[src/sv/assert_macros.svh]
// Assertion macros shared by the blur row filter RTL.
// Included by every file that checks its own logic; depends on nothing.
`ifndef ASSERT_MACROS_SVH
`define ASSERT_MACROS_SVH
`ifndef SYNTHESIS
`define SBR_ASSERT(label, clk, rst_n, prop) \
  label: assert property (@(posedge clk) disable iff (!rst_n) prop) \
    else $error("assertion failed");
`define SBR_ASSERT_NEVER(label, clk, rst_n, cond) \
  label: assert property (@(posedge clk) disable iff (!rst_n) !(cond)) \
    else $error("forbidden condition seen");
`else
`define SBR_ASSERT(label, clk, rst_n, prop)
`define SBR_ASSERT_NEVER(label, clk, rst_n, cond)
`endif
`endif

[src/sv/sbr_pkg.sv]
// Types and constants of the blur row filter.
// Used by sbr_cell, sbr_acc and separable_blur_row_filter; depends on nothing.
`timescale 1ns / 1ps
package sbr_pkg;

  localparam int PIX_W       = 8;
  localparam int NUM_CH      = 4;
  localparam int WGT_W       = 16;
  localparam int PROD_W      = 24;
  localparam int SUM_W       = 27;
  localparam int FRAC_W      = 14;
  localparam int NUM_WEIGHTS = 7;
  localparam int CENTRE_IDX  = 3;
  localparam int CFG_IDX_W   = 3;
  localparam int CH_ALPHA    = 3;

  localparam logic [CFG_IDX_W-1:0] REG_KEEP_ALPHA = 3'd7;
  localparam logic signed [WGT_W-1:0] WEIGHT_ONE  = 16'sd16384;

  typedef logic [NUM_CH-1:0][PIX_W-1:0] pixel_t;
  typedef logic signed [PROD_W-1:0] prod_t;
  typedef logic signed [SUM_W-1:0] sum_t;

  typedef struct packed {
    logic shift;
    logic fill;
    logic capture;
  } cell_ctrl_t;

  typedef struct packed {
    logic part_en;
    logic out_en;
  } acc_ctrl_t;

endpackage

[src/sv/sbr_acc.sv]
// Sums the tap products in two register stages and saturates each channel;
// alpha may instead keep the centre pixel's alpha. Depends on sbr_pkg.
`timescale 1ns / 1ps
module sbr_acc #(
  parameter int NCELL = 7
) (
  input  logic                      clk_i,
  input  sbr_pkg::acc_ctrl_t        ctrl_i,
  input  sbr_pkg::prod_t            prod_i [NCELL][sbr_pkg::NUM_CH],
  input  logic [sbr_pkg::PIX_W-1:0] ctr_alpha_i,
  input  logic                      keep_alpha_i,
  output sbr_pkg::pixel_t           out_px_o
);

  localparam int NA = (NCELL + 1) / 2;

  sbr_pkg::sum_t sa_d [sbr_pkg::NUM_CH];
  sbr_pkg::sum_t sb_d [sbr_pkg::NUM_CH];
  sbr_pkg::sum_t sa_q [sbr_pkg::NUM_CH];
  sbr_pkg::sum_t sb_q [sbr_pkg::NUM_CH];
  sbr_pkg::sum_t tot_d [sbr_pkg::NUM_CH];
  logic [sbr_pkg::PIX_W-1:0] alpha_q;
  sbr_pkg::pixel_t out_q;

  function automatic logic [sbr_pkg::PIX_W-1:0] sat_byte(input sbr_pkg::sum_t s);
    if (s[sbr_pkg::SUM_W-1]) begin
      return '0;
    end else if (|s[sbr_pkg::SUM_W-2:sbr_pkg::FRAC_W+sbr_pkg::PIX_W]) begin
      return '1;
    end else begin
      return s[sbr_pkg::FRAC_W+sbr_pkg::PIX_W-1:sbr_pkg::FRAC_W];
    end
  endfunction

  always_comb begin
    for (int ch = 0; ch < sbr_pkg::NUM_CH; ch++) begin
      sa_d[ch] = '0;
      sb_d[ch] = '0;
      for (int k = 0; k < NCELL; k++) begin
        if (k < NA) begin
          sa_d[ch] = sa_d[ch] + sbr_pkg::SUM_W'(prod_i[k][ch]);
        end else begin
          sb_d[ch] = sb_d[ch] + sbr_pkg::SUM_W'(prod_i[k][ch]);
        end
      end
      tot_d[ch] = sa_q[ch] + sb_q[ch];
    end
  end

  always_ff @(posedge clk_i) begin
    if (ctrl_i.part_en) begin
      sa_q    <= sa_d;
      sb_q    <= sb_d;
      alpha_q <= ctr_alpha_i;
    end
    if (ctrl_i.out_en) begin
      for (int ch = 0; ch < sbr_pkg::CH_ALPHA; ch++) begin
        out_q[ch] <= sat_byte(tot_d[ch]);
      end
      out_q[sbr_pkg::CH_ALPHA] <= keep_alpha_i ? alpha_q
                                               : sat_byte(tot_d[sbr_pkg::CH_ALPHA]);
    end
  end

  assign out_px_o = out_q;

endmodule

[config.mk]
export PLATFORM = sky130hd
export DESIGN_NAME = sbr_acc
export DESIGN_NICKNAME = d
export VERILOG_FILES = /design/src/sv/assert_macros.svh /design/src/sv/sbr_pkg.sv /design/src/sv/sbr_acc.sv
export SDC_FILE = /design/constraint.sdc
export NUM_CORES = 1
export LEC_CHECK = 0
export BUFFER_PORTS_ARGS = -buffer_cell sky130_fd_sc_hd__buf_2
export CELL_PAD_IN_SITES_DETAIL_PLACEMENT = 1
export CELL_PAD_IN_SITES_GLOBAL_PLACEMENT = 1
export CORE_MARGIN = 4
export CORE_UTILIZATION = 38
export CTS_CLUSTER_DIAMETER = 80
export DETAILED_ROUTE_END_ITERATION = 10
export PLACE_DENSITY = 0.8
export SYNTH_ARGS = -nofsm -noshare
export SYNTH_HDL_FRONTEND = slang
export SYNTH_SLANG_ARGS = --single-unit
[constraint.sdc]
create_clock -name clk_i -period 3.6 [get_ports clk_i]
set_input_delay 0.36 -clock clk_i [delete_from_list [all_inputs] [get_ports clk_i]]
set_output_delay 0.36 -clock clk_i [all_outputs]
set_load 0.005 [all_outputs]
## Yosys cells after proc, flatten, opt, wreduce, memory -nomap -nowiden

Index checks and enable logic that the tools add are counted.

- Bits in registers: 256
- Word-level logic and storage cells: 47
- Bits of input ports: 684
- Output and inout bits: 32

- Muxes and demuxes: 6
- Reduce and logical (&&, ||, !) cells: 4
- Add/subtract/negate cells: 24

Operators with widths:

| cell | count |
|---|---|
| $add A25 B24 Y26 | 8 |
| $add A24 B24 Y25 | 8 |
| $add A26 B24 Y27 | 4 |
| $add A27 B27 Y27 | 4 |
| $mux W8 | 6 |
| $reduce_or A4 Y1 | 4 |

## Logic depth before layout (Yosys ltp)

- Word-level depth: 5
- Mapped depth: 17
- Depth with buffers taken out: 17

## Worst setup path after synthesis

No wires, ideal clock.

- Path type: input port to flip-flop
- From: input prod_i[313] in the netlist's numbering
- To: register sa_q[52] in the netlist's numbering, data pin
- Stages: 15
- Arrival: 3655 ps
- Library setup time: 258 ps
- Required time: 3342 ps
- Setup slack: -313 ps
- Path buffers: 0
- Cells stage by stage: fa_1 -> fa_1 -> ha_1 -> inv_1 -> fa_1 -> nor2b_1 -> o21ai_0 -> a21boi_0 -> o21ai_1 -> a211oi_1 -> nor3_1 -> o41ai_2 -> a221o_1 -> a21oi_1 -> xnor2_1

RTL lines:

| what | line | source |
|---|---|---|
| from (decl) | sbr_acc.sv:9 | `input sbr_pkg::prod_t prod_i [NCELL][sbr_pkg::NUM_CH],` |
| to (signal assigned) | sbr_acc.sv:52 | `sa_q <= sa_d;` |
| to (decl) | sbr_acc.sv:19 | `sbr_pkg::sum_t sa_q [sbr_pkg::NUM_CH];` |

==> load_flow_metrics.sql <==
INSERT INTO impl_metrics (metric_group, metric, value, unit) VALUES
('outcome', 'outcome', 'finished with violations', ''),
('outcome', 'violations', 'setup timing', ''),
('timing', 'fin_ws', '-0.0432', 'ns'),
('floorplanning', 'overall_die_width', '278', 'um'),
('clocking', 'cts-buffers-inserted', '34', ''),
('critical_path', 'critical_path.max_fanout', '3', ''),
('clocking', 'clkLatencyLatePin', '0.54', 'ns'),
('worst_hold_path', 'hp-class', 'primary input to flip-flop', ''),
('logic_synthesis', 'count_of_warnings_emitted_by_yosys', '0', ''),
('drt', 'drcViolationCount', '0', ''),
('timing', 'max_slew.worst_pin.slew', '0.992', 'ns'),
('drt', 'detailedRoute.firstIterationViolations', '777', ''),
('logic_synthesis', 'synthTopCellsByCount', '643 x sky130_fd_sc_hd__inv_1, 300 x sky130_fd_sc_hd__ha_1, 296 x sky130_fd_sc_hd__fa_1', ''),
('drt', 'detail_route.wl_per_cell', '17.9', 'um'),
('timing', 'hold_violations', '0', ''),
('critical_path', 'path_cells', 'buf_2, inv_1, fa_1, fa_1, inv_1, ha_1, a21o_1, a21oi_2, o21ai_2, a2111oi_4, nor4b_2, o311ai_2, a211o_1, o211ai_1, nor4_1, nor3_1', ''),
('critical_path', 'worstRegToRegCells', '13', ''),
('logic_synthesis', 'synth.area.top_cells', 'sky130_fd_sc_hd__edfxtp_1 27%, sky130_fd_sc_hd__fa_1 21%, sky130_fd_sc_hd__ha_1 14%, sky130_fd_sc_hd__inv_1 8.7%, sky130_fd_sc_hd__xnor2_1 4.6%', ''),
('clocking', 'htreeDepth', '2', ''),
('timing', 'fin_crit', '3.64', 'ns'),
('logic_synthesis', 'syn_inst_count', '2751', ''),
('logic_synthesis', 'synth.distinct_cells', '71', ''),
('logic_synthesis', 'mappedNetlistNets', '4031', ''),
('critical_path', 'timing.setup.critical_path_class', 'primary input to flip-flop', ''),
('cells_and_area', 'syn2layout_area_growth', '27.9', '%'),
('timing', 'fin_crit_sh', '1.01', ''),
('critical_path', 'critical_path_required', '3.87', 'ns'),
('cells_and_area', 'number_of_inserted_filler_cells_in_the_final_layout', '8445', ''),
('global_route', 'global_route_wire_length_before_repair', '132000', 'um'),
('logic_synthesis', 'post_synth.cell_area_avg', '10.1', 'um2'),
('clocking', 'cts.root.buffer_cell', 'sky130_fd_sc_hd__clkbuf_16', ''),
('critical_path', 'critPathCaptureType', 'flip-flop', ''),
('place', 'placed_cells_incl_taps', '4595', ''),
('logic_synthesis', 'synth_compound_area_frac', '0.141', ''),
('timing', 'fin_hold_ws', '0.141', 'ns'),
('cells_and_area', 'final_cells', '4677', ''),
('floorplanning', 'num_io_pins', '716', ''),
('global_route', 'grt_usage', '0.212', ''),
('drt', 'via_per_inst', '4.96', ''),
('floorplanning', 'chipHeight', '278', 'um'),
('global_route', 'pin_count_of_the_biggest_net_entering_global_routing', '73', ''),
('place', 'post-dp-hpwl', '72400', 'um'),
('timing', 'timing.slew.headroom', '0.339', ''),
('floorplanning', 'floorplan.die_area', '77200', 'um2'),
('clocking', 'clk_pin_slew_worst_paths', '0.06', 'ns'),
('place', 'placement.io_buffers', '715', ''),
('drt', 'ant_nets', '0', ''),
('timing', 'setup_total_negative_slack', '-0.0432', 'ns'),
('place', 'dpl_cell_area', '34000', 'um2'),
('critical_path', 'cp-start-kind', 'primary input', ''),
('logic_synthesis', 'netlist_area', '27700', 'um2'),
('logic_synthesis', 'synthDominantCellAreaShare', '0.273', ''),
('cells_and_area', 'nNetsFinal', '4980', ''),
('logic_synthesis', 'synth.ff_latch_count', '252', ''),
('logic_synthesis', 'synth.area.mux_share', '0.00262', ''),
('logic_synthesis', 'synth-edff-count', '252', ''),
('critical_path', 'worst_stage_delay_on_the_critical_path', '0.51', 'ns'),
('logic_synthesis', 'adder_and_majority_gate_portion_of_the_synthesized_area', '0.350', ''),
('cells_and_area', 'drive_gt1_frac', '0.282', ''),
('power', 'power.density', '635', 'nW/um2'),
('logic_synthesis', 'synthArstFlopShare', '0', ''),
('clocking', 'clock_path_buffers', '3', ''),
('drt', 'drt_wl_total', '83800', 'um'),
('power', 'ir_drop', '0.306', 'mV'),
('global_route', 'overflow', '0', ''),
('worst_hold_path', 'whs_path_depth', '2', ''),
('logic_synthesis', 'synth-seq-area-share', '0.273', ''),
('timing', 'setup_viol_count_final', '1', ''),
('floorplanning', 'core_area', '71900', 'um2'),
('place', 'dpl_worst_slack', '-0.665', 'ns'),
('clocking', 'clock-sinks', '252', '');
==> per-stage QoR <==
stage	power, mW	util
floorplan	14.1	-
global placement	18.3	0.473
detailed placement	18.9	0.473
CTS	22.4	0.489
global route	24.4	0.493
finish	22.5	0.493
==> timing repair <==
item,in CTS,in global routing
gates resized for setup,1,34
endpoints found under the hold margin,8,0
hold buffers,8,0
setup buffers,0,11
setup endpoints to repair,2,42
pin swaps,1,16
==> flip-flops by register name (all words and copies together), names as in the netlist <==
register,flops
out_px_o,32
sa_q,108
alpha_q,8
sb_q,104
==> cell usage in the layout, fill, tap and decap left out, types with 12 or more instances in the layout <==
| cell | count |
|---|---|
| sky130_fd_sc_hd__edfxtp_1 | 252 |
| sky130_fd_sc_hd__o21ai_0 | 83 |
| sky130_fd_sc_hd__nor3_1 | 47 |
| sky130_fd_sc_hd__buf_4 | 196 |
| sky130_fd_sc_hd__ha_1 | 294 |
| sky130_fd_sc_hd__nor2_1 | 108 |
| sky130_fd_sc_hd__nand2b_1 | 30 |
| sky130_fd_sc_hd__o21a_1 | 40 |
| sky130_fd_sc_hd__nand2_1 | 96 |
| sky130_fd_sc_hd__xor2_1 | 57 |
| sky130_fd_sc_hd__buf_2 | 713 |
| sky130_fd_sc_hd__or3_1 | 16 |
| sky130_fd_sc_hd__o21bai_1 | 36 |
| sky130_fd_sc_hd__a21oi_1 | 165 |
| sky130_fd_sc_hd__a31oi_1 | 19 |
| sky130_fd_sc_hd__a21o_1 | 101 |
| sky130_fd_sc_hd__o211ai_1 | 12 |
| sky130_fd_sc_hd__nor2b_1 | 22 |
| sky130_fd_sc_hd__nand4_1 | 18 |
| sky130_fd_sc_hd__inv_1 | 640 |
| sky130_fd_sc_hd__and2_1 | 12 |
| sky130_fd_sc_hd__clkbuf_16 | 35 |
| sky130_fd_sc_hd__xnor2_1 | 144 |
| sky130_fd_sc_hd__nand3_1 | 41 |
| sky130_fd_sc_hd__and3_1 | 20 |
| sky130_fd_sc_hd__fa_1 | 290 |
==> power breakdown <==
part	switching (mW)	internal, mW
Combinational	7.29	6.44
Clock	1.34	1.93
Sequential	0.495	5.00
Total	9.12	13.4
==> area by class of cell <==
class	instances	area (um2)	area share
Inverter	643	2420	0.0684
Antenna cell	4	10.0	0.000283
Clock inverter	19	163	0.00459
Multi-Input combinational cell	1848	18000	0.508
Sequential cell	252	7570	0.214
Tap cell	950	1190	0.0336
Clock buffer	40	895	0.0253
Timing Repair Buffer	921	5190	0.146
==> final timing paths <==
kind,endpoint,from,slack (ns)
max,sa_q[24],prod_i[290],-0.04
min,sa_q[0],prod_i[576],0.14
max reg2reg,out_px_o[27],sa_q[12],0.21
min reg2reg,out_px_o[24],alpha_q[0],0.54
==> worst max-delay path: cells and delay by family <==
kind	cells	cell delay, ns
simple gates	3	0.45
fa+ha+maj	3	1.26
compound gates	7	1.66
buf+inv	3	0.17
==> routing by layer <==
| metal | global-route usage | routed length (um) | part of all wire | vias to the layer above |
|---|---|---|---|---|
| met1 | 0.241 | 32500 | 0.39 | 11381 |
| met5 | 0 | 5 | 0.000060 | - |
| met2 | 0.407 | 45300 | 0.54 | 517 |
| met3 | 0.0310 | 3450 | 0.041 | 140 |
| met4 | 0.0639 | 2530 | 0.030 | 2 |
| li1 | - | - | - | 11150 |
==> kinds of logic after synthesis <==
family	Yosys count
buf+inv	651
fa+ha+maj	596
xor+xnor	201
flops	252
simple gates	452
mux	7
compound gates	592
Note: power is estimated with default switching activity, not from simulation.
