$ cat src/sv/assert_macros.svh
// Assertion macros shared by the blur row filter RTL.
// Included by every file that checks its own logic; depends on nothing.
`ifndef ASSERT_MACROS_SVH
`define ASSERT_MACROS_SVH
`ifndef SYNTHESIS
`define SBR_ASSERT(label, clk, rst_n, prop) \
  label: assert property (@(posedge clk) disable iff (!rst_n) prop) \
    else $error("assertion failed");
`define SBR_ASSERT_NEVER(label, clk, rst_n, cond) \
  label: assert property (@(posedge clk) disable iff (!rst_n) !(cond)) \
    else $error("forbidden condition seen");
`else
`define SBR_ASSERT(label, clk, rst_n, prop)
`define SBR_ASSERT_NEVER(label, clk, rst_n, cond)
`endif
`endif

$ cat src/sv/sbr_pkg.sv
// Types and constants of the blur row filter.
// Used by sbr_cell, sbr_acc and separable_blur_row_filter; depends on nothing.
`timescale 1ns / 1ps
package sbr_pkg;

  localparam int PIX_W       = 8;
  localparam int NUM_CH      = 4;
  localparam int WGT_W       = 16;
  localparam int PROD_W      = 24;
  localparam int SUM_W       = 27;
  localparam int FRAC_W      = 14;
  localparam int NUM_WEIGHTS = 7;
  localparam int CENTRE_IDX  = 3;
  localparam int CFG_IDX_W   = 3;
  localparam int CH_ALPHA    = 3;

  localparam logic [CFG_IDX_W-1:0] REG_KEEP_ALPHA = 3'd7;
  localparam logic signed [WGT_W-1:0] WEIGHT_ONE  = 16'sd16384;

  typedef logic [NUM_CH-1:0][PIX_W-1:0] pixel_t;
  typedef logic signed [PROD_W-1:0] prod_t;
  typedef logic signed [SUM_W-1:0] sum_t;

  typedef struct packed {
    logic shift;
    logic fill;
    logic capture;
  } cell_ctrl_t;

  typedef struct packed {
    logic part_en;
    logic out_en;
  } acc_ctrl_t;

endpackage

$ cat src/sv/sbr_cell.sv
// One tap cell of the blur window: holds a pixel, passes it on, and
// registers the weighted products of its four channels. Depends on sbr_pkg.
`timescale 1ns / 1ps
module sbr_cell (
  input  logic                                clk_i,
  input  sbr_pkg::cell_ctrl_t                 ctrl_i,
  input  sbr_pkg::pixel_t                     head_px_i,
  input  sbr_pkg::pixel_t                     nbr_px_i,
  input  logic signed [sbr_pkg::WGT_W-1:0]    weight_i,
  output sbr_pkg::pixel_t                     px_o,
  output sbr_pkg::prod_t                      prod_o [sbr_pkg::NUM_CH]
);

  sbr_pkg::pixel_t px_q;
  sbr_pkg::prod_t  prod_q [sbr_pkg::NUM_CH];
  logic signed [sbr_pkg::WGT_W+sbr_pkg::PIX_W:0] full_d [sbr_pkg::NUM_CH];

  always_comb begin
    for (int ch = 0; ch < sbr_pkg::NUM_CH; ch++) begin
      full_d[ch] = weight_i * $signed({1'b0, px_q[ch]});
    end
  end

  always_ff @(posedge clk_i) begin
    if (ctrl_i.shift) begin
      px_q <= ctrl_i.fill ? head_px_i : nbr_px_i;
    end
    if (ctrl_i.capture) begin
      for (int ch = 0; ch < sbr_pkg::NUM_CH; ch++) begin
        prod_q[ch] <= full_d[ch][sbr_pkg::PROD_W-1:0];
      end
    end
  end

  assign px_o   = px_q;
  assign prod_o = prod_q;

endmodule

$ cat config.mk
export PLATFORM = sky130hd
export DESIGN_NAME = sbr_cell
export DESIGN_NICKNAME = d
export VERILOG_FILES = /design/src/sv/assert_macros.svh /design/src/sv/sbr_pkg.sv /design/src/sv/sbr_cell.sv
export SDC_FILE = /design/constraint.sdc
export NUM_CORES = 1
export LEC_CHECK = 0
export BUFFER_PORTS_ARGS = -buffer_cell sky130_fd_sc_hd__clkbuf_2
export CAP_MARGIN = 30
export CORE_MARGIN = 2
export CORE_UTILIZATION = 65
export DETAILED_ROUTE_END_ITERATION = 8
export PLACE_DENSITY = 0.86
export RECOVER_POWER = 50
export SLEW_MARGIN = 15
export SYNTH_ARGS = -nofsm -noshare
export SYNTH_HDL_FRONTEND = slang
export SYNTH_SLANG_ARGS = --single-unit
$ cat constraint.sdc
create_clock -name clk_i -period 12.22 [get_ports clk_i]
set_clock_uncertainty 0.2 [all_clocks]
set_input_delay 0.611 -clock clk_i [delete_from_list [all_inputs] [get_ports clk_i]]
set_output_delay 0.611 -clock clk_i [all_outputs]
set_load 0.05 [all_outputs]
; Word level (Yosys, flattened, before mapping)
; Cells that the tools add are included.
[word_totals]
regBits = 128
input_bits = 84
out_inout_bits = 128
word_cells = 13
[op_classes]
muxes = 1
mul = 4
[ops]
columns = operator, count
row1 = $mul 16x9->24, 4
row2 = $mux 32, 1

; Longest topological paths before layout
; Gate-level depths: netlist (run 1).
[logic_depth]
word_depth = 1
depth_mapped = 19
mapped_depth_nobuf = 18

; Least setup slack after synthesis (run 1)
; No wires, ideal clock.
[synth_timing]
kind = reg-to-reg
start = reg px_q, in the netlist px_o[17]
end = reg prod_q, in the netlist prod_o[47] (data pin)
stages_incl_launch_ff = 18
period_less_slack_ps = 5318
t_required_ps = 11760
setup_slack_ps = 6902
t_arrival_ps = 4858
path_buffers = 1
path_cell_list = edfxtp_1 clkbuf_1 nand2_1 fa_1 inv_1 fa_1 fa_1 inv_1 fa_1 inv_1 ha_1 a2111oi_2 nor4_2 a21oi_2 o21ai_1 a221o_1 a21oi_2 xnor2_1
[synth_lines]
columns = item, line_no
row1 = "start, declared", sbr_cell.sv:14  ; sbr_pkg::pixel_t px_q;
row2 = "start signal, assigned", sbr_cell.sv:26  ; px_q <= ctrl_i.fill ? head_px_i : nbr_px_i;
row3 = "end signal, assigned by index", sbr_cell.sv:30  ; prod_q[ch] <= full_d[ch][sbr_pkg::PROD_W-1:0];
row4 = "end, declared", sbr_cell.sv:15  ; sbr_pkg::prod_t prod_q [sbr_pkg::NUM_CH];

==> metrics.cfg, run 1 <==
[clock_tree]
clk_pin_slew_ns = 0.07
hold_buffers = 0
postCtsSetupBuffers = 0
post_cts_resized = 0
h-tree-depth = 4
cts_tree = done
cts.root.buffer_cell = clkbuf_16
cts_inserted_buffers = 17
cts_sinks = 128
cts_max_path_buffers = 2
clk_latency_ns = 0.46

[yosys]
synth_ff_type = edfxtp_1
synth-seq-cells = 128
avgSynthCellArea_sq_um = 9.54
syn_nets = 2992
yosysSeqAreaShare_pct = 17.4
synth_cell_types = 50
synth_cells = 2320
synth-async-reset-ratio_pct = 0
synth-edff-count = 128
netlist_area_sq_um = 22100
synth.area.top_cells = fa_1 36%, edfxtp_1 17%, ha_1 11%, inv_1 10%, and2_1 6.4%
synth_area_leader_cell = fa_1
netlist.area_leader.share_pct = 36.2
yosysWarnings = 0

[routing]
firstDrtPassIters = 6
drcViolationCount = 0
vias = 16200
wl_um = 50500
drt_iter0_drc = 917
wl_per_cell_um = 17.2
via_per_inst = 5.53
antenna_left = 0

[floorplanning]
core_sq_um = 33500
die_area_sq_um = 35500
die_width_um = 189
rows = 67
initial_utilization_pct = 66.0
io_pins = 212
die_h_um = 189

[hold_path]
min_delay_path_depth = 2
min_to = px_o[29]$_DFFE_PP_
hold_class = input port to flip-flop
hold_start = head_px_i[29]

[power]
pwr_density_cell_nw_per_um2 = 290
switching_share_pct = 51.6
p_leak_uw = 0.0124
peakVddDrop_uv = 354
finalPower_uw = 6940
clkPwrFrac_pct = 7.8
pwr-share-seq_pct = 14.7
netSwitchingPower_uw = 3580
p_comb_share_pct = 77.5
p_int_uw = 3360

[finish]
register_area_sq_um = 3840
fin_cells = 2930
multi_input_area_sq_um = 15700
fin_util_pct = 71.4
drive_gt1_share_pct = 8.14
fillCellCount = 2384
syn_to_final_growth_pct = 8.22
num-nets-final = 3141

[worst_setup_path]
reg2reg_to = prod_o[22]$_DFFE_PP_
rr_worst_depth = 16
cp_max_fo = 17
cp.arrival_ns = 5.50
cp-start-kind = flip-flop
r2r-start = px_o[24]$_DFFE_PP_
path_class = flip-flop to flip-flop
rrSetupSlack_ns = 6.74
endpoint_kind = flip-flop
cp.required_ns = 12.23

[global_route]
grt_max_degree = 53
overflow = 0
grt_pass1_vias = 18000
antenna_found_initial = 0
grt.total_usage_pct = 30.5
grt_pass1_wl_um = 85000

[timing]
setup_viol = 0
hold_viol = 0
period_share_pct = 44.9
finalCriticalPeriod_ns = 5.48
fmax_mhz = 182
rsz0062_at_grt = false
tns_ns = 0
tightest_slew_ns = 2.95
slew_viol_final = 85
max_slew_margin_pct = -96.8

[placement]
dp.final_hpwl_um = 38600
place_inst = 2898
gp_congestion = 0.879
portBuffers = 211

[run_status]
status = complete, but fails checks
violations = capacitance limit, slew limit

[flow_run]
max_cap_viol_count = 3

[cell families after synthesis]
kind of cell	after synthesis	synth area share (%)
AND/OR/NAND/NOR	597	13.1
flip-flops	128	17.4
AO/OA/AOI/OAI	186	5.60
multiplexers	32	1.63
adder cells (fa/ha/maj)	588	46.8
buffers and inverters	695	11.8
XOR/XNOR	94	3.72
[layer usage]
metal | up-vias | part of all wire [%] | wire length, um | global-route usage [%]
met3 | 169 | 8.2 | 4130 | 6.41
met1 | 8082 | 36 | 18000 | 35.3
met4 | 0 | 4.2 | 2140 | 13.6
met5 | - | 0 | 0 | 0
li1 | 7223 | - | - | -
met2 | 731 | 52 | 26200 | 54.5
[cells in the final DEF (no fill, tap or decap), types with 7 or more instances in the layout]
cell,n
ha_1,188
mux2_2,30
and2_1,220
a21oi_1,57
a31oi_1,7
nand2_1,311
edfxtp_1,128
clkbuf_1,83
o211ai_1,7
xnor2_1,72
nor2_1,22
inv_1,611
fa_1,400
clkbuf_16,17
o21bai_1,8
o21ai_0,33
clkbuf_2,132
and2_0,7
xor2_1,22
a211oi_1,9
a21o_1,34
[synthesized netlist by cell type, types with 5 or more instances]
| library cell | number |
|---|---|
| o211ai_1 | 7 |
| xnor2_1 | 72 |
| nor2_1 | 22 |
| o21a_1 | 6 |
| xor2_1 | 22 |
| nand2b_1 | 6 |
| a21oi_1 | 57 |
| o21bai_1 | 8 |
| nand4_1 | 5 |
| and3_1 | 5 |
| inv_1 | 611 |
| nand2_1 | 311 |
| a31oi_1 | 7 |
| edfxtp_1 | 128 |
| fa_1 | 400 |
| nor2b_1 | 5 |
| o21ai_0 | 33 |
| ha_1 | 188 |
| clkbuf_1 | 80 |
| nand3_1 | 6 |
| and2_1 | 227 |
| a211oi_1 | 9 |
| mux2_2 | 32 |
| a21o_1 | 34 |
[power by group through the flow]
stage	Clock (uW)	Combinational [uW]	Sequential [uW]
finish	543	5370	1020
global route	569	6020	1040
detailed placement	0	5340	1030
global placement	0	5150	1030
CTS	550	5420	1020
floorplan	0	3640	1540
[cell type report]
type | instances | share of cell area (%)
Inverter | 611 | 9.57
Multi-Input combinational cell | 1497 | 65.5
Tap cell | 448 | 2.34
Clock inverter | 12 | 0.700
Sequential cell | 128 | 16.0
Timing Repair Buffer | 214 | 4.06
Antenna cell | 1 | 0.0104
Clock buffer | 19 | 1.81
[worst max-delay path by stage]
stage / startpoint / end / slack [ns] / cells after the start
floorplan: px_o[17]$_DFFE_PP_ / prod_o[47]$_DFFE_PP_ / 6.90 / 17
global placement: weight_i[8] / prod_o[46]$_DFFE_PP_ / 6.52 / 17
detailed placement: weight_i[10] / prod_o[47]$_DFFE_PP_ / 6.40 / 17
CTS: px_o[16]$_DFFE_PP_ / prod_o[47]$_DFFE_PP_ / 6.79 / 16
global route: px_o[8]$_DFFE_PP_ / prod_o[71]$_DFFE_PP_ / 6.37 / 16
finish: px_o[24]$_DFFE_PP_ / prod_o[22]$_DFFE_PP_ / 6.74 / 16
[state kept, by name (all words and copies together) (netlist names)]
| name | count |
|---|---|
| prod_o | 96 |
| px_o | 32 |
[stage by stage]
| step | setup slack, ns | hold WS [ns] | cell area [sq um] |
|---|---|---|---|
| 2_1_floorplan | 6.90 | 0.523 | 22100 |
| 3_3_place_gp | 6.52 | 0.712 | 23400 |
| 3_5_place_dp | 6.40 | 0.716 | 23500 |
| 4_1_cts | 6.79 | 0.236 | 24100 |
| 5_1_grt | 6.37 | 0.233 | 24000 |
| 6_report | 6.74 | 0.250 | 24000 |
[critical path, cell delays in order (launching register included)]
cell and delay (ns):
edfxtp_1 0.83, nand2_1 0.17, fa_1 0.57, inv_1 0.05
fa_1 0.48, fa_1 0.56, inv_1 0.07, fa_1 0.50
inv_1 0.05, ha_1 0.36, o21ai_0 0.13, o211ai_1 0.25
a41o_1 0.26, a41oi_2 0.16, o21bai_1 0.25, a41oi_1 0.18
xnor2_1 0.16
(Power assumes the default switching activity.)
==> run 2, diff against run 1 <==
--- a/config.mk
+++ b/config.mk
@@ -8,9 +8,9 @@
 export BUFFER_PORTS_ARGS = -buffer_cell sky130_fd_sc_hd__clkbuf_2
 export CAP_MARGIN = 30
 export CORE_MARGIN = 2
-export CORE_UTILIZATION = 65
+export CORE_UTILIZATION = 63
 export DETAILED_ROUTE_END_ITERATION = 8
-export PLACE_DENSITY = 0.86
+export PLACE_DENSITY = 0.84
 export RECOVER_POWER = 50
 export SLEW_MARGIN = 15
 export SYNTH_ARGS = -nofsm -noshare
==> constraint.sdc (replaced) <==
create_clock -name clk_i -period 5.1 [get_ports clk_i]
set_clock_uncertainty 0.2 [all_clocks]
set_input_delay 0.255 -clock clk_i [delete_from_list [all_inputs] [get_ports clk_i]]
set_output_delay 0.255 -clock clk_i [all_outputs]
set_load 0.05 [all_outputs]
==> run 2 against run 1 <==
Against the previous run:
- the flow still finishes with violations (capacitance limit, slew limit)
- sequential power rose by 130%
- routed wire length rose by 16%
- utilization rose by 4.8 points
- critical path depth rose by 1
- combinational power rose to 2.8 times the previous value
- largest power group unchanged
==> metrics.cfg, run 2 (synthesized netlist as in run 1, its figures left out) <==
[finish]
final_common_cell = inv_1
drive_gt1_share_pct = 14.5
num-nets-final = 3365
finish.instance_area_sq_um = 26300
fin_cells = 3159
largest_register_ffs = 96
fin_util_pct = 76.2
layout_common_cells = 611 x inv_1, 397 x fa_1, 308 x nand2_1, 225 x and2_1, 171 x ha_1
syn_to_final_growth_pct = 18.9
antenna_cells = 0

[clock_tree]
clk_latency_ns = 0.47
clk_pin_slew_ns = 0.07
h-tree-depth = 4
cts_max_path_buffers = 2
cts.root.buffer_cell = clkbuf_16
cts_tree = done
cts_sinks = 128
cts_inserted_buffers = 17

[global_route]
grt_pass1_vias = 19500
antenna_found_initial = 3
grt_max_degree = 52
grt_pass1_wl_um = 94000
grt.total_usage_pct = 33.2
overflow = 0

[placement]
dpl-instance-area_sq_um = 24500
place_inst = 3009
dp.final_hpwl_um = 40500
portBuffers = 211
gp_congestion = 0.922

[power]
pwr_density_cell_nw_per_um2 = 705
p_leak_uw = 0.0135
peakVddDrop_uv = 819

[worst_setup_path]
cp.arrival_ns = 5.04
cp.required_ns = 5.11
slowest_stage = fa_1
cpPeakStageDelay_ns = 0.57
cp-start-kind = flip-flop
crit_path_frequent_cell = fa_1
rrSetupSlack_ns = 0.07
cp_max_fo = 7
path_class = flip-flop to flip-flop
endpoint_kind = flip-flop
rr_worst_depth = 17
cp_cell_sequence = buf_6 -> buf_4 -> nand2_1 -> fa_1 -> inv_1 -> fa_1 -> fa_1 -> inv_1 -> fa_1 -> inv_1 -> ha_2 -> o211ai_1 -> a221o_1 -> a21oi_2 -> o21a_1 -> nor2_1 -> xnor2_1

[floorplanning]
rows = 68
initial_utilization_pct = 64.1
io_pins = 212
die_area_sq_um = 36700
core_sq_um = 34500
die_h_um = 191
die_width_um = 191

[timing]
slew_viol_final = 80
fmax_mhz = 199
max_slew_margin_pct = -104
finalCriticalPeriod_ns = 5.03
whs_ns = 0.272
period_share_pct = 98.5
tightest_slew_ns = 3.06
setup_viol = 0
hold_viol = 0

[hold_path]
hold_class = input port to flip-flop
min_delay_path_depth = 4

[run_status]
status = complete, but fails checks
violations = capacitance limit, slew limit

[flow_run]
max_cap_viol_count = 2

[routing]
wl_per_cell_um = 18.5
antenna_left = 0
drt_iter0_drc = 1411
drcViolationCount = 0
via_per_inst = 5.61
vias = 17700
firstDrtPassIters = 6
wl_um = 58400

run 2: where the power goes:
part	leakage [uW]	switching, uW	internal (uW)
Sequential	0.00126	165	2210
Combinational	0.0120	8860	6050
Clock	0.000261	560	714
run 2: repair_timing:
item,CTS,global route
gates resized for setup,1,54
hold buffers,64,0
gates cloned,0,0
endpoints found under the hold margin,32,0
pin swaps,0,20
endpoints found under the setup margin,16,25
buffers inserted,33,23
run 2: metal layers:
metal | wire (um) | vias up | GRT usage [%]
met5 | 11 | - | 0
met3 | 5220 | 248 | 6.17
met2 | 29400 | 992 | 57.0
met1 | 20600 | 8779 | 39.4
li1 | - | 7692 | -
met4 | 3150 | 2 | 18.6
run 2: through the flow:
stage                     worst slack, ns  total power, uW  TNS (ns)
after global placement            -0.0277            15400   -0.0403
after floorplan                   -0.0174            12600   -0.0174
after detailed placement           -0.185            15900    -0.706
after global routing              -0.0502            20100    -0.278
after CTS                          0.0524            17500         0
final                              0.0740            18600         0
run 2: final timing paths:
| check | startpoint | to |
|---|---|---|
| hold reg to reg | px_o[24]$_DFFE_PP_ | prod_o[0]$_DFFE_PP_ |
| setup reg to reg | px_o[0]$_DFFE_PP_ | prod_o[94]$_DFFE_PP_ |
| hold / removal | weight_i[1] | prod_o[73]$_DFFE_PP_ |
| setup / recovery | px_o[0]$_DFFE_PP_ | prod_o[94]$_DFFE_PP_ |
run 2: critical path, delay by kind of cell, from the launching register on:
family          cells  cell delay [ns]
fa+ha+maj           5             2.54
simple gates        2             0.13
xor+xnor            1             0.12
compound gates      4             0.93
buf+inv             5             0.50
flops               1             0.39
run 2: cell type report:
cell class	instances	area (sq um)
multi-input cells	1497	16000
fillers	2216	8220
flip-flops and latches	128	3840
repair buffers	438	3080
inverters	611	2290
well taps	455	569
clock buffers	17	425
clock inverters	13	141
==> run 3, diff against run 2 <==
--- a/config.mk
+++ b/config.mk
@@ -7,10 +7,10 @@
 export LEC_CHECK = 0
 export BUFFER_PORTS_ARGS = -buffer_cell sky130_fd_sc_hd__clkbuf_2
 export CAP_MARGIN = 30
-export CORE_MARGIN = 2
-export CORE_UTILIZATION = 63
+export CORE_MARGIN = 3
+export CORE_UTILIZATION = 50
 export DETAILED_ROUTE_END_ITERATION = 8
-export PLACE_DENSITY = 0.84
+export PLACE_DENSITY = 0.69
 export RECOVER_POWER = 50
 export SLEW_MARGIN = 15
 export SYNTH_ARGS = -nofsm -noshare
==> run 3 against run 2 <==
Against the previous run:
- the flow still finishes with violations (capacitance limit, slew limit)
- critical path depth up 1
- total power shrank 5.9%
- utilization fell by 16 points
- fmax is 2.2% higher
- sequential power hardly changed
- hold slack got worse by 0.14 ns
- die area grew 28%
- combinational power shrank 7%
- first-iteration DRC count shrank 46%
- clock power about the same
- cell count increased by 2.8%
- highest routed layer is now met4
==> metrics.cfg, run 3 (synthesized netlist as in run 1, its figures left out) <==
[routing]
firstDrtPassIters = 5
via_per_inst = 5.09
antenna_left = 0
drt_iter0_drc = 767
wl_per_cell_um = 16.1
drcViolationCount = 0
wl_um = 52400
vias = 16500

[clock_tree]
cts_inserted_buffers = 17
clk_pin_slew_ns = 0.07
h-tree-depth = 4
clk_latency_ns = 0.49
cts_tree = done
cts_max_path_buffers = 2
cts_sinks = 128
cts.root.buffer_cell = clkbuf_16

[finish]
num-nets-final = 3323
drive_gt1_share_pct = 13.0
finish.instance_area_sq_um = 26100
layout_common_cells = 611 x inv_1, 398 x fa_1, 308 x nand2_1, 227 x and2_1, 178 x ha_1
antenna_cells = 0
fin_cells = 3249
fin_util_pct = 60.2
final_common_cell = inv_1
fillCellCount = 3734
register_area_sq_um = 3840
largest_register_ffs = 96
multi_input_area_sq_um = 15900
syn_to_final_growth_pct = 18.0

[power]
peakVddDrop_uv = 632
p_leak_uw = 0.0133
pwr_density_cell_nw_per_um2 = 669

[placement]
gp_congestion = 0.881
dp.final_hpwl_um = 39900
portBuffers = 211
dpl-instance-area_sq_um = 24600
place_inst = 3119

[global_route]
grt_pass1_vias = 18000
grt.total_usage_pct = 23.9
overflow = 0
grt_max_degree = 51
grt_pass1_wl_um = 88600
antenna_found_initial = 1

[timing]
whs_ns = 0.136
slew_viol_final = 81
hold_viol = 0
max_slew_margin_pct = -97.7
period_share_pct = 96.5
setup_viol = 0
fmax_mhz = 203
tightest_slew_ns = 2.97
finalCriticalPeriod_ns = 4.92

[worst_setup_path]
path_class = flip-flop to flip-flop
cp.arrival_ns = 4.96
cp.required_ns = 5.14
cp_max_fo = 10
endpoint_kind = flip-flop
cp-start-kind = flip-flop

[floorplanning]
io_pins = 212
initial_utilization_pct = 51.0
die_h_um = 216
die_area_sq_um = 46800
core_sq_um = 43400
die_width_um = 216
rows = 76

[run_status]
status = complete, but fails checks
violations = capacitance limit, slew limit

[flow_run]
max_cap_viol_count = 2

[hold_path]
hold_class = input port to flip-flop

-- run 3: changes by cell type in the layout (fill, tap and decap cells not counted), moves of 2 or more --
cell / change
clkbuf_2: +8
buf_6: -4
ha_2: -7
and2_0: -2
buf_4: -41
clkinv_1: +2
ha_1: +7
clkbuf_1: -5
and2_1: +2
o21ai_2: -2
a31oi_2: +2
-- run 3: layout make-up --
type                    instances  share of cell area (%)
inverters                     611                    8.78
multi-input cells            1497                    61.0
clock inverters                14                   0.541
repair buffers                396                    10.5
clock buffers                  18                    1.64
flip-flops and latches        128                    14.7
well taps                     585                    2.80
-- run 3: what timing repair did --
action                                  4_1_cts  5_1_grt
hold buffers                                 64        0
resized for setup                             0       38
gates cloned                                  0        0
pin swaps                                     0       14
endpoints found under the hold margin        32        0
setup buffers                                 6       28
endpoints found under the setup margin        9       25
-- run 3: worst max-delay path, cell delays in order (launching register included) --
cell,delay [ns]
edfxtp_1,0.41
buf_12,0.16
buf_4,0.15
nand2_1,0.10
inv_1,0.07
fa_1,0.46
fa_1,0.52
fa_1,0.54
inv_1,0.05
fa_1,0.47
inv_1,0.04
ha_1,0.35
a21oi_2,0.18
nor2_1,0.06
a211oi_1,0.16
o21ai_1,0.13
a221o_1,0.36
a21oi_2,0.16
xnor2_1,0.07
-- run 3: metal layers --
metal	share of wire [%]	GRT usage (%)	wire length (um)
met1	42	30.5	22000
met5	0	0	0
met2	50	40.2	26000
met3	5.5	4.42	2860
met4	3.1	10.0	1620
-- run 3: through the flow --
step	setup TNS, ns	total power [uW]	worst slack, ns
detailed placement	-0.336	15800	-0.0943
CTS	0	17300	0.0129
global placement	0	15500	0.0272
global route	-0.0374	19400	-0.0218
floorplan	-0.0174	12600	-0.0174
finish	0	17500	0.181
-- run 3: path summary, 6_finish.rpt --
path                                          from                   end  slack [ns]  cells past startpoint
worst min register to register   px_o[0]$_DFFE_PP_  prod_o[72]$_DFFE_PP_        0.58                      2
worst min-delay path                   weight_i[0]  prod_o[72]$_DFFE_PP_        0.14                      3
worst max register to register  px_o[17]$_DFFE_PP_  prod_o[47]$_DFFE_PP_        0.18                     18
worst max-delay path            px_o[17]$_DFFE_PP_  prod_o[47]$_DFFE_PP_        0.18                     18
-- run 3: power by group --
group          internal (uW)  total, uW  switching, uW
Sequential              2210       2370            157
Combinational           5730      13900           8140
Clock                    713       1240            526
